### src/rtl/detour_ratio_lot_filter_defines.svh
// assertion macros for the lot filter
`ifndef DETOUR_RATIO_LOT_FILTER_DEFINES_SVH
`define DETOUR_RATIO_LOT_FILTER_DEFINES_SVH

`ifndef SYNTHESIS
// condition must never hold
`define DRLF_ASSERT_NEVER(lbl, cond) \
    lbl: assert property (@(posedge clk) disable iff (!rst_n) !(cond)) \
        else $error("drlf assertion failed");
// consequent must hold in the cycle after the antecedent
`define DRLF_ASSERT_NEXT(lbl, ante, cons) \
    lbl: assert property (@(posedge clk) disable iff (!rst_n) (ante) |=> (cons)) \
        else $error("drlf assertion failed");
`else
`define DRLF_ASSERT_NEVER(lbl, cond)
`define DRLF_ASSERT_NEXT(lbl, ante, cons)
`endif

`endif

### src/rtl/drlf_pkg.sv
package drlf_pkg;

    localparam int COORD_BITS     = 24;
    localparam int IDX_BITS       = 16;
    localparam int DIST_BITS      = 25;
    localparam int PCT_BITS       = 7;
    localparam int SQ_BITS        = 52;
    localparam int ROOT_BITS      = SQ_BITS / 2;
    localparam int TOTAL_BITS     = ROOT_BITS + 1;
    localparam int NUM_BITS       = 32;
    localparam int CFG_IDX_BITS   = 3;
    localparam int CFG_DATA_BITS  = 24;
    localparam int QUEUE_DEPTH    = 4;
    localparam int QUEUE_PTR_BITS = 2;
    localparam int QUEUE_CNT_BITS = 3;

    localparam logic [CFG_IDX_BITS-1:0] REG_ORIGIN_X = 3'd0;
    localparam logic [CFG_IDX_BITS-1:0] REG_ORIGIN_Y = 3'd1;
    localparam logic [CFG_IDX_BITS-1:0] REG_DEST_X   = 3'd2;
    localparam logic [CFG_IDX_BITS-1:0] REG_DEST_Y   = 3'd3;
    localparam logic [CFG_IDX_BITS-1:0] REG_MAX_PCT  = 3'd4;

    localparam logic [1:0] REASON_KEEP  = 2'd0;
    localparam logic [1:0] REASON_ZERO  = 2'd1;
    localparam logic [1:0] REASON_FAR   = 2'd2;
    localparam logic [1:0] REASON_SHARE = 2'd3;

    localparam logic [PCT_BITS-1:0] PCT_RESET   = 7'd100;
    localparam logic [NUM_BITS-1:0] PCT_SCALE   = 32'd100;

    typedef struct packed {
        logic [COORD_BITS-1:0] lot_x;
        logic [COORD_BITS-1:0] lot_y;
        logic [IDX_BITS-1:0]   lot_index;
    } drlf_in_t;

    typedef struct packed {
        logic                  keep;
        logic [1:0]            reject_reason;
        logic [IDX_BITS-1:0]   lot_index_out;
        logic [DIST_BITS-1:0]  dist_to_origin;
        logic [DIST_BITS-1:0]  dist_to_dest;
        logic [PCT_BITS-1:0]   origin_share_pct;
    } drlf_out_t;

    typedef struct packed {
        logic [COORD_BITS-1:0] origin_x;
        logic [COORD_BITS-1:0] origin_y;
        logic [COORD_BITS-1:0] dest_x;
        logic [COORD_BITS-1:0] dest_y;
        logic [PCT_BITS-1:0]   max_pct;
    } drlf_cfg_t;

    typedef struct packed {
        logic [SQ_BITS-1:0]  sq_o;
        logic [SQ_BITS-1:0]  sq_d;
        logic [SQ_BITS-1:0]  sq_l;
        logic [IDX_BITS-1:0] idx;
    } drlf_work_t;

    typedef struct packed {
        logic full;
        logic empty;
    } drlf_qstat_t;

endpackage

### src/rtl/drlf_queue.sv
`include "detour_ratio_lot_filter_defines.svh"

module drlf_queue (
    input  logic                  clk,
    input  logic                  rst_n,
    input  logic                  push,
    input  drlf_pkg::drlf_work_t  wr_data,
    input  logic                  pop,
    output drlf_pkg::drlf_work_t  head,
    output drlf_pkg::drlf_qstat_t qstat
);
    import drlf_pkg::*;

    drlf_work_t                mem_reg [QUEUE_DEPTH];
    logic [QUEUE_PTR_BITS-1:0] wr_ptr_reg, rd_ptr_reg;
    logic [QUEUE_CNT_BITS-1:0] count_reg, count_next;

    assign head        = mem_reg[rd_ptr_reg];
    assign qstat.full  = (count_reg == QUEUE_CNT_BITS'(QUEUE_DEPTH));
    assign qstat.empty = (count_reg == '0);

    always_comb
    begin
        unique case ({push, pop})
            2'b10:   count_next = count_reg + 1'b1;
            2'b01:   count_next = count_reg - 1'b1;
            default: count_next = count_reg;
        endcase
    end

    always_ff @(posedge clk or negedge rst_n)
    begin
        if (!rst_n)
        begin
            wr_ptr_reg <= '0;
            rd_ptr_reg <= '0;
            count_reg  <= '0;
        end
        else
        begin
            if (push)
                wr_ptr_reg <= wr_ptr_reg + 1'b1;
            if (pop)
                rd_ptr_reg <= rd_ptr_reg + 1'b1;
            count_reg <= count_next;
        end
    end

    always_ff @(posedge clk)
    begin
        if (push)
            mem_reg[wr_ptr_reg] <= wr_data;
    end

    `DRLF_ASSERT_NEVER(a_no_overflow, push && qstat.full)
    `DRLF_ASSERT_NEVER(a_no_underflow, pop && qstat.empty)
    `DRLF_ASSERT_NEVER(a_count_range, count_reg > QUEUE_CNT_BITS'(QUEUE_DEPTH))
    `DRLF_ASSERT_NEXT(a_count_up, push && !pop, count_reg == $past(count_reg) + 1'b1)

endmodule

### config.mk
export PLATFORM = sky130hd
export DESIGN_NAME = drlf_queue
export DESIGN_NICKNAME = d
export VERILOG_FILES = /design/src/rtl/drlf_pkg.sv /design/src/rtl/drlf_queue.sv
export VERILOG_INCLUDE_DIRS = /design/src /design/src/rtl
export SDC_FILE = /design/constraint.sdc
export NUM_CORES = 1
export LEC_CHECK = 0
export ABC_CLOCK_PERIOD_IN_PS = 6700
export BUFFER_PORTS_ARGS = -buffer_cell sky130_fd_sc_hd__buf_2
export CAP_MARGIN = 20
export CORE_MARGIN = 3
export CORE_UTILIZATION = 57
export CTS_BUF_LIST = sky130_fd_sc_hd__clkbuf_4 sky130_fd_sc_hd__clkbuf_8 sky130_fd_sc_hd__clkbuf_16
export DETAILED_ROUTE_END_ITERATION = 10
export PLACE_DENSITY = 0.78
export SYNTH_ARGS = -nofsm -noshare
export SYNTH_HDL_FRONTEND = slang
export SYNTH_SLANG_ARGS = --single-unit
### constraint.sdc
create_clock -name clk -period 6.7 [get_ports clk]
set_input_delay 1.005 -clock clk [delete_from_list [all_inputs] [get_ports clk]]
set_output_delay 1.005 -clock clk [all_outputs]
set_load 0.005 [all_outputs]
# --- Word level (Yosys, flattened, before mapping) ---
# Memory sizes are Yosys's and may differ from the RTL's.
# Cells that the tools add are included.
classes:
  reduce_logical: 2
  n_addsub: 4
  eq_ne: 3
  n_mux: 3
ops:
  columns: ["cell", "n"]
  rows:
  - ["$pmux 3 s2", 1]
  - ["$add 2x1->2 const B", 2]
  - ["$add 3x1->3 const B", 1]
  - ["$eq 3x3->1 const B", 1]
  - ["$logic_not 3->1", 1]
  - ["$sub 3x1->3 const B", 1]
  - ["$eq 2x1->1 const B", 1]
  - ["$eq 2x2->1 const B", 1]
  - ["$mux 1", 2]
  - ["$reduce_bool 2->1", 1]
word_totals:
  wordCells: 16
  ramBits: 688
  inputBits: 176
  ff_bits: 7
  memories: 1
  output_inout_bits: 174
memory_table:
  columns: ["memory", "depth", "word_bits", "rd", "rd_clocked_by_memory_dff", "wr", "line_no", "source"]
  rows:
  - ["mem_reg", 4, 172, 1, 0, 1, "drlf_queue.sv:14", "drlf_work_t mem_reg [QUEUE_DEPTH];"]

# --- Depth between registers and ports, before layout ---
# Gate-level depths: netlist of run 1.
depth:
  word_depth: 2
  ltp_mapped: 7

# --- Least setup slack after synthesis of run 1 ---
# Ideal clock, no wire load.
synth_path:
  path_type: "input -> register"
  from: "input port push"
  to: "memory mem_reg[0][0] (netlist name) (enable)"
  path_buffers: 0
  setup_slack_ns: 1.229
  setup_time_ns: 0.552
  required_time_ns: 6.148
  cell_stages: 1
  arrival_ns: 4.919
  path_cell_list: "and2_1"
synth_via:
  elab_chain_cells: 2
synth_lines:
  columns: ["element", "line_no", "source"]
  rows:
  - ["start: declaration", "drlf_queue.sv:6", "input logic push,"]
  - ["$mux 1", "drlf_queue.sv:51", "if (push)"]
  - ["$mux 1 (not written as such)", "drlf_queue.sv:52", "mem_reg[wr_ptr_reg] <= wr_data;"]
  - ["end: declaration", "drlf_queue.sv:14", null]
# Every way passes these cells.

==> results of run 1 <==
## where the power goes
| group | switching, mW | internal (mW) | total [mW] | leakage (nW) |
|---|---|---|---|---|
| Sequential | 0.244 | 5.69 | 5.94 | 6.40 |
| Combinational | 1.81 | 1.63 | 3.44 | 2.70 |
| Clock | 1.51 | 2.32 | 3.83 | 1.16 |
## logic make-up (layout without fill, tap and decap cells)
family	after synthesis	after routing
buffers and inverters	45	493
DFF	695	695
xor gates and xnor gates	6	6
other	0	11
AOI/OAI and AO/OA	2	2
muxes	172	172
and+or+nand+nor	10	10
adders and majority gates	6	6
## layout make-up
class | instances | area (sq um) | share of cell area
Tap cell | 585 | 732 | 0.0245
Timing Repair Buffer | 366 | 1900 | 0.0635
Antenna cell | 11 | 27.5 | 0.000921
Clock inverter | 34 | 340 | 0.0114
Clock buffer | 87 | 1940 | 0.0651
Inverter | 6 | 22.5 | 0.000754
Multi-Input combinational cell | 196 | 4080 | 0.137
Sequential cell | 695 | 20800 | 0.697
## critical path, cell delays in order, from the launching register on
cell and delay [ns]:
dfrtp_4 0.75, buf_4 0.76, mux4_2 0.43, buf_2 0.16
## final timing paths
| kind | startpoint | slack (ns) | depth (start not counted) | end |
|---|---|---|---|---|
| worst max-delay path | rd_ptr_reg[1] | 2.96 | 3 | head[101] |
| worst min-delay path | rst_n | 0.25 | 1 | rd_ptr_reg[0] |
| worst max register to register | wr_ptr_reg[0] | 3.98 | 4 | mem_reg[0][104] |
| worst min register to register | count_reg[0] | 0.51 | 1 | count_reg[0] |
| max in group asynchronous | rst_n | 6.28 | 1 | rd_ptr_reg[1] |
| min in group clk | count_reg[0] | 0.51 | 1 | count_reg[0] |
## per-layer routing
| layer | share of wire | wire length (um) |
|---|---|---|
| met5 | 0.0025 | 127 |
| met3 | 0.099 | 5020 |
| met1 | 0.38 | 19500 |
| met2 | 0.49 | 25100 |
| met4 | 0.023 | 1180 |
## synthesized netlist by cell type
cell type	n	share of area
ha_1	5	0.0025
o21ai_0	2	0.00040
edfxtp_1	688	0.82
clkbuf_1	2	0.00030
mux4_2	172	0.15
and3_1	1	0.00025
xor2_1	4	0.0014
and2_1	4	0.00099
buf_2	17	0.0034
buf_4	1	0.00030
buf_6	8	0.0036
xnor2_1	2	0.00069
nor2_1	1	0.00015
buf_12	11	0.0087
nor3_1	1	0.00020
dfrtp_1	7	0.0069
inv_1	6	0.00089
fa_1	1	0.00079
nand2_1	3	0.00044
==> results.ini, run 1 <==
[pwr]
powerDensity_mw_per_mm2=442
finalPower_mw=13.2
leakage_nw=10.3
max-vdd-ir-drop_uv=307

[layout]
drive_gt1_frac=0.475
largest_reg_flops=688
fin_cells=1980
fin_util=0.688
fillers=2558
layout_commonest_cell=edfxtp_1
area_growth_pct=18.0
final_area_sq_mm=0.0299
final_cell_mix=688 x edfxtp_1, 349 x buf_2, 172 x mux4_2, 73 x clkbuf_16, 19 x clkinv_2
fin_nets=1516

[detailed_routing]
ant_nets=0
drt_wl_total_um=50900
drc=0
viasPerCell=5.80
first_iter_violations=1061
route.vias.total=11500
wire_per_inst_um=25.7
dr.pass1.iters=5

[status]
status=finished, final reports clean

[clock_network]
cts_tree=done
path_clk_slew_ns=0.06
cts_max_level=3
clockRootBuffer=clkbuf_16
clockBufferDepth=3
post_cts.repair.setup_buffers=0
clk_latency_ns=0.58
numCtsBuffers=69
clkSinkCount=695
cts_hold_buf=0
cts_resized=0

[worst_setup_path]
required_ns=5.69
path_class=flip-flop to output pin
critPathCaptureType=output pin
setup.worst_path.start_class=flip-flop
cp_data_arrival_time_ns=2.73
cp_max_fo=56

[synthesis]
synth_adder_area_share=0.00326
ys_ff_latch=695
netlist-cell-type-count=19
synthMuxAreaShare=0.153
synthSimpleGateAreaFrac=0.00202
syn_area_sq_mm=0.0253
synth_compound_area_frac=0.000395
synthesis.instances=936
synth-xor-area-share=0.00207
syn-num-nets=1118
ys_warn_count=0
postSynthAreaPerCell_sq_um=27.1
synth.yosys.seq_area_share=0.822
synth_top_family_by_area=multiplexers

[global_route]
grt_pass1_wl_um=76400
globalRouteMet1Util=0.294
grt_pass1_vias=12300
antenna_found_initial=17
grtUsageMet2=0.349
met3_usage=0.0808
grt.busiest_layer=met2
grt_max_degree=92
grt_usage=0.220
grt_overflow=0

[placement]
dpl_worst_slack_ns=3.35
dpl-instance-area_sq_mm=0.0276
dp_hpwl_um=29500
io_buffers=349
gp_congestion=0.757
dp.cells=1848

[run]
drv_cap=0

[floorplanning]
initial_utilization=0.583
die_h_um=217
dieArea_sq_mm=0.0470
core_area_sq_mm=0.0435
io_pins=350
row_count=76
die_w_um=217

[sta]
fin_crit_ns=3.74
worstMarginPinSlew_ns=1.08
finalSetupTns_ns=0
rsz0062_at_grt=false
setup_viol=0
skew_ns=0.0120
clock.fmax_ghz=0.268
slew_headroom=0.278
slew_violations=0
min_period_over_period=0.558
fin_ws_ns=2.96
finalHoldViolCount=0
holdWs_ns=0.247

[min_path]
worst_hold_path_type=input port to asynchronous set/reset pin

(Power assumes the default switching activity.)
==> inputs of run 2 (changes only) <==
--- a/config.mk
+++ b/config.mk
@@ -6,14 +6,15 @@
 export SDC_FILE = /design/constraint.sdc
 export NUM_CORES = 1
 export LEC_CHECK = 0
-export ABC_CLOCK_PERIOD_IN_PS = 6700
+export ABC_AREA = 1
+export ABC_CLOCK_PERIOD_IN_PS = 3500
 export BUFFER_PORTS_ARGS = -buffer_cell sky130_fd_sc_hd__buf_2
 export CAP_MARGIN = 20
 export CORE_MARGIN = 3
-export CORE_UTILIZATION = 57
+export CORE_UTILIZATION = 58
 export CTS_BUF_LIST = sky130_fd_sc_hd__clkbuf_4 sky130_fd_sc_hd__clkbuf_8 sky130_fd_sc_hd__clkbuf_16
 export DETAILED_ROUTE_END_ITERATION = 10
-export PLACE_DENSITY = 0.78
+export PLACE_DENSITY = 0.79
 export SYNTH_ARGS = -nofsm -noshare
 export SYNTH_HDL_FRONTEND = slang
 export SYNTH_SLANG_ARGS = --single-unit
==> constraint.sdc (replaced) <==
create_clock -name clk -period 3.5 [get_ports clk]
set_input_delay 0.525 -clock clk [delete_from_list [all_inputs] [get_ports clk]]
set_output_delay 0.525 -clock clk [all_outputs]
set_load 0.005 [all_outputs]
==> run 2 against run 1 <==
Final area up 9.6%. First-iteration DRC count up 26%. Core utilization up 0.68 points. Flip-flop and latch count unchanged. Largest power group unchanged. Non-clock buffer count up 15. Register-to-register slack worse by 2.7 ns. Worst setup slack worse by 2.5 ns. Via count up 46%. Worst hold slack worse by 0.11 ns. Synthesized cell count up 120%. Cell count up 55%.
==> results.ini, run 2 <==
[global_route]
grt_overflow=0  ; unchanged
antenna_found_initial=27  ; +10
grt_usage=0.231  ; +0.0110
grt_max_degree=173  ; +88%
grt_pass1_wl_um=90600  ; +19%
grt_pass1_vias=16900  ; +38%

[layout]
drive_gt1_frac=0.246  ; -0.230
fin_util=0.695  ; +0.00675
fin_cells=3066  ; +55%
largest_reg_flops=688  ; unchanged
fillers=3001  ; +17%
fin_nets=2573  ; +70%
final_cell_mix=688 x edfxtp_1, 523 x nand2_1, 353 x inv_1, 349 x buf_2, 244 x o211ai_1
area_growth_pct=16.8
layout_commonest_cell=edfxtp_1

[synthesis]
yosysMostFrequentCell=edfxtp_1
synth_top_area_cell=edfxtp_1
netlist-cell-type-count=17  ; -2
synthTopCellsByArea=edfxtp_1 74%, nand2_1 7.1%, o211ai_1 6.5%
synth-async-reset-ratio=0.0101  ; unchanged
postSynthAreaPerCell_sq_um=13.6  ; -50%
ys_ff_latch=695  ; unchanged
synth_flop_cell=edfxtp_1
ys_warn_count=0  ; unchanged
syn-num-nets=2238  ; +100%
synth.yosys.seq_area_share=0.743  ; -0.0788
synth_edf_count=688  ; unchanged
syn_area_sq_mm=0.0280  ; +11%
yosys-top-cells-count=688 x edfxtp_1, 527 x nand2_1, 358 x inv_1
synthesis.instances=2056  ; +120%
synth_top_area_share=0.737  ; -0.0782

[clock_network]
cts_hold_buf=1  ; +1
cts_resized=0  ; unchanged
clk_latency_ns=0.58  ; about the same
post_cts.repair.setup_buffers=0  ; unchanged
cts_max_level=3  ; unchanged
clkSinkCount=695  ; unchanged
clockRootBuffer=clkbuf_16
numCtsBuffers=68  ; -1.4%
clockBufferDepth=3  ; unchanged
path_clk_slew_ns=0.06  ; about the same
cts_tree=done

[floorplanning]
die_w_um=226  ; +4.1%
row_count=79  ; +3.9%
initial_utilization=0.594  ; +0.0113
core_area_sq_mm=0.0471  ; +8.5%
dieArea_sq_mm=0.0510  ; +8.4%
die_h_um=226  ; +4.1%
io_pins=350  ; unchanged

[worst_setup_path]
cp_max_fo=104  ; +86%
path_class=flip-flop to output pin
setup.worst_path.start_class=flip-flop
max_stage_delay_ns=0.93  ; +0.17 ns
critPathCaptureType=output pin
r2r_end=mem_reg[0][2]
crit_slowest_cell=dfrtp_4
required_ns=2.97  ; -2.72 ns
reg2reg_slack_ns=1.30  ; -2.68 ns
r2r-start=wr_ptr_reg[0]
reg2regPathDepth=5  ; +1
crit_top_cell=nand2_1
cp_data_arrival_time_ns=2.50  ; -0.23 ns
path_cells=buf_12, nand2_1, o211ai_1, nand2_1, buf_2

[sta]
rsz0062_at_grt=false
slew_headroom=0.324  ; +0.0454
setup_viol=0  ; unchanged
fin_ws_ns=0.471  ; -2.49 ns
finalHoldViolCount=0  ; unchanged
worstMarginPinSlew_ns=1.01  ; -0.0680 ns
holdWs_ns=0.139  ; -0.108 ns
slew_violations=0  ; unchanged
min_period_over_period=0.865
skew_ns=0.0155  ; +0.00354 ns
clock.fmax_ghz=0.330
fin_crit_ns=3.03

[placement]
dp.cells=2927  ; +58%
io_buffers=349  ; unchanged
gp_congestion=0.794  ; +5.0%
dp_hpwl_um=35200  ; +19%
dpl_worst_slack_ns=1.07  ; -2.29 ns

[detailed_routing]
wire_per_inst_um=19.4  ; -25%
drc=0  ; unchanged
route.vias.total=16800  ; +46%
drt_wl_total_um=59300  ; +17%
first_iter_violations=1336  ; +26%
dr.pass1.iters=5  ; unchanged
viasPerCell=5.48  ; -5.5%
ant_nets=0  ; unchanged

[pwr]
leakage_nw=13.2  ; +29%
max-vdd-ir-drop_uv=807  ; +160%
powerDensity_mw_per_mm2=855  ; +93%

[min_path]
worst_hold_path_type=input port to flip-flop
min_from=wr_data[129]
whs_path_depth=1
holdPathEnd=mem_reg[0][129]

[run]
drv_cap=0  ; unchanged

[status]
status=finished, final reports clean

[run 2: changes by cell type after synthesis, sizes merged, moves of 4 or more]
cell	before	now
clkbuf	2	16
buf	37	100
nand2	3	527
mux4	172	0
inv	6	358
and2	4	0
o211ai	0	344
[run 2: final cells by class]
class                   instances  area, sq um  area share
well taps                     607          759      0.0232
clock buffers                  87         1890      0.0576
repair buffers                381         2210      0.0676
clock inverters                36          398      0.0122
diodes                         15         37.5     0.00115
multi-input cells             887         5240       0.160
inverters                     358         1370      0.0417
flip-flops and latches        695        20800       0.636
[run 2: cells by family after synthesis]
kind of cell,after synthesis,synth area share
fa+ha+maj,6,0.00295
flops,695,0.743
xor+xnor,4,0.00125
buf+inv,474,0.0706
simple gates,531,0.0713
compound gates,346,0.110
[run 2: worst max-delay path by stage]
stage	start	endpoint	slack, ns	depth (start not counted)
after global routing	rd_ptr_reg[0]	head[17]	0.31	5
after detailed placement	rd_ptr_reg[0]	head[123]	1.07	5
final	rd_ptr_reg[0]	head[123]	0.47	5
after floorplan	push	mem_reg[0][0]	-0.18	3
after CTS	rd_ptr_reg[0]	head[123]	0.43	5
after global placement	rd_ptr_reg[0]	head[5]	1.15	5
[run 2: per-layer routing]
| metal | up-vias | wire length, um | GRT usage |
|---|---|---|---|
| met5 | - | 136 | 0 |
| met4 | 24 | 1680 | 0.0873 |
| met3 | 133 | 4550 | 0.0656 |
| met2 | 512 | 30400 | 0.397 |
| met1 | 8256 | 22500 | 0.281 |
| li1 | 7868 | - | - |
[run 2: critical path: cells and delay by family (launching register included)]
kind / cells / cell delay [ns]
buffers and inverters: 2 / 0.60
flip-flops: 1 / 0.93
AO/OA/AOI/OAI: 1 / 0.12
AND/OR/NAND/NOR: 2 / 0.23
[run 2: through the flow]
| step | area [sq um] | TNS (ns) | power [mW] |
|---|---|---|---|
| after global routing | 32700 | 0 | 29.5 |
| after detailed placement | 30400 | 0 | 20.8 |
| after global placement | 30400 | 0 | 20.4 |
| after CTS | 32700 | 0 | 28.2 |
| final | 32700 | 0 | 28.0 |
| after floorplan | 28100 | -117.67 | 17.3 |
[run 2: power by group]
group / switching (mW) / internal (mW) / leakage, nW
Clock: 2.96 / 4.42 / 1.13
Combinational: 5.97 / 3.24 / 5.66
Sequential: 0.517 / 10.9 / 6.40
==> inputs of run 3 (changes only) <==
--- a/config.mk
+++ b/config.mk
@@ -10,11 +10,13 @@
 export ABC_CLOCK_PERIOD_IN_PS = 3500
 export BUFFER_PORTS_ARGS = -buffer_cell sky130_fd_sc_hd__buf_2
 export CAP_MARGIN = 20
-export CORE_MARGIN = 3
-export CORE_UTILIZATION = 58
+export CELL_PAD_IN_SITES_DETAIL_PLACEMENT = 1
+export CELL_PAD_IN_SITES_GLOBAL_PLACEMENT = 2
+export CORE_MARGIN = 5
+export CORE_UTILIZATION = 40
 export CTS_BUF_LIST = sky130_fd_sc_hd__clkbuf_4 sky130_fd_sc_hd__clkbuf_8 sky130_fd_sc_hd__clkbuf_16
 export DETAILED_ROUTE_END_ITERATION = 10
-export PLACE_DENSITY = 0.79
+export PLACE_DENSITY = 0.78
 export SYNTH_ARGS = -nofsm -noshare
 export SYNTH_HDL_FRONTEND = slang
 export SYNTH_SLANG_ARGS = --single-unit
==> run 3 against run 2 <==
Highest routed layer unchanged. Worst setup slack improved by 0.036 ns. Clock-buffer cell count rose by 3. Critical path type unchanged. Wire length rose by 14%. Critical path depth rose by 1. Register-to-register slack got worse by 0.15 ns. Largest cell class unchanged. Flip-flop and latch count did not move. Non-clock buffer count rose by 21. Global-route usage fell by 5.4 points. Power rose by 2.3%. Critical endpoint is now head[144]. Clock power rose by 3.5%. Core utilization fell by 21 points. Clock skew rose by 0.0039 ns.
==> results.ini, run 3 (synthesis gave the netlist of run 2 again) <==
[placement]
dpl_worst_slack_ns=1.03  ; -0.0401 ns
dp_hpwl_um=42600  ; +21%
gp_congestion=0.760  ; -4.3%
dpl-instance-area_sq_mm=0.0310  ; +2.1%
io_buffers=349  ; unchanged
dp.cells=3281  ; +12%

[worst_setup_path]
reg2regPathDepth=5  ; unchanged
r2r-start=wr_ptr_reg[0]
required_ns=2.97  ; about the same
critPathCaptureType=output pin
reg2reg_slack_ns=1.15  ; -0.15 ns
setup.worst_path.start_class=flip-flop
path_class=flip-flop to output pin
r2r_end=mem_reg[2][151]
cp_data_arrival_time_ns=2.47  ; -0.03 ns
cp_max_fo=46  ; -56%

[floorplanning]
core_area_sq_mm=0.0698  ; +48%
io_pins=350  ; unchanged
dieArea_sq_mm=0.0755  ; +48%
initial_utilization=0.402  ; -0.193
row_count=97  ; +23%
die_h_um=275  ; +22%
die_w_um=275  ; +22%

[detailed_routing]
route.vias.total=16900  ; +0.58%
first_iter_violations=958  ; -28%
wire_per_inst_um=19.8  ; +2.4%
drt_wl_total_um=67800  ; +14%
ant_nets=0  ; unchanged
drc=0  ; unchanged
dr.pass1.iters=5  ; unchanged
viasPerCell=4.93  ; -9.9%

[layout]
fin_cells=3424  ; +12%
largest_reg_flops=688  ; unchanged
drive_gt1_frac=0.255  ; +0.00894
final_cell_mix=688 x edfxtp_1, 523 x nand2_1, 353 x inv_1, 349 x buf_2, 244 x o211ai_1
fin_util=0.480  ; -0.215
fin_nets=2601  ; +1.1%
final_area_sq_mm=0.0335  ; +2.2%
area_growth_pct=19.4
layout_commonest_cell=edfxtp_1

[clock_network]
cts_tree=done
post_cts.repair.setup_buffers=0  ; unchanged
clkSinkCount=695  ; unchanged
clockBufferDepth=3  ; unchanged
path_clk_slew_ns=0.06  ; about the same
cts_max_level=3  ; unchanged
numCtsBuffers=75  ; +10%
cts_resized=0  ; unchanged
clockRootBuffer=clkbuf_16
clk_latency_ns=0.59  ; about the same

[pwr]
internal_power_mw=18.8  ; +1.6%
max-vdd-ir-drop_uv=751  ; -6.9%
powerDensity_mw_per_mm2=856  ; +0.14%
finalPower_mw=28.6  ; +2.3%
power_frac_clock=0.267  ; +0.003
p_sw_mw=9.80  ; +3.8%
share_comb_of_total_power=0.337  ; +0.008
power.share.switching=0.342  ; +0.00491
seq_power_share=0.396  ; -0.011
leakage_nw=13.4  ; +1.5%

[sta]
finalHoldViolCount=0  ; unchanged
slew_violations=0  ; unchanged
holdWs_ns=0.144  ; +0.00449 ns
fin_ws_ns=0.507  ; +0.0365 ns
skew_ns=0.0195  ; +0.00391 ns
fin_crit_ns=2.99  ; -0.0365 ns
rsz0062_at_grt=false
slew_headroom=0.387  ; +0.0633
clock.fmax_ghz=0.334  ; +1.2%
min_period_over_period=0.855  ; -0.0104
setup_viol=0  ; unchanged
finalSetupTns_ns=0  ; unchanged
worstMarginPinSlew_ns=0.917  ; -0.0969 ns

[global_route]
antenna_found_initial=14  ; -48%
grt_max_degree=127  ; -27%
grt_usage=0.177  ; -0.0543
grt_pass1_vias=18300  ; +8.1%
grt_overflow=0  ; unchanged
grt_pass1_wl_um=104000  ; +15%

[run]
drv_cap=0  ; unchanged

[min_path]
whs_path_depth=1  ; unchanged
worst_hold_path_type=input port to flip-flop
holdPathEnd=mem_reg[0][34]
min_from=wr_data[34]

[status]
status=finished, final reports clean

[run 3: cell types whose count changed in the layout (fill, tap and decap cells not counted), moves of 2 or more]
cell,delta
clkinv_2,+11
buf_12,+4
clkinv_1,+2
bufinv_16,-2
clkbuf_16,+7
clkbuf_4,-4
buf_4,+17
diode_2,-7
[run 3: per-layer routing]
metal	vias up	global-route usage	routed length [um]
li1	7927	-	-
met1	8495	0.221	28000
met2	352	0.314	34600
met3	103	0.0438	4090
met4	14	0.0378	1080
met5	-	0	96
[run 3: power groups by stage]
stage	logic, mW	clock network, mW	registers [mW]
after global routing	10.7	8.31	11.5
after floorplan	5.81	0	11.5
final	9.66	7.64	11.3
after CTS	9.95	7.88	11.4
after global placement	9.67	0	11.4
after detailed placement	9.90	0	11.5
[run 3: how the worst max path moves through the flow]
stage                        from              end  slack [ns]  cells after the start
CTS                 rd_ptr_reg[0]        head[144]        0.47                      6
finish              rd_ptr_reg[0]        head[144]        0.51                      6
floorplan                    push    mem_reg[0][0]       -0.18                      3
global route        rd_ptr_reg[0]        head[144]        0.33                      6
detailed placement           push  mem_reg[2][140]        1.03                      4
global placement             push   mem_reg[2][86]        1.07                      4
[run 3: final cells by class]
class / count / area, sq um
Multi-Input combinational cell: 887 / 5240
Clock buffer: 90 / 2030
Inverter: 358 / 1370
Sequential cell: 695 / 20800
Clock inverter: 44 / 367
Antenna cell: 8 / 20.0
Timing Repair Buffer: 402 / 2420
Tap cell: 940 / 1180
Fill cell: 7083 / 36300
[run 3: what timing repair did]
item | in CTS | in global routing
hold buffers | 1 | 0
hold endpoints to repair | 7 | 0
endpoints found under the setup margin | 0 | 0
[run 3: critical path, stage by stage (launching register included)]
cell and delay [ns]:
dfrtp_4 0.66, buf_12 0.29, buf_4 0.41, nand2_1 0.12, o211ai_1 0.11, nand2_1 0.07
buf_2 0.13
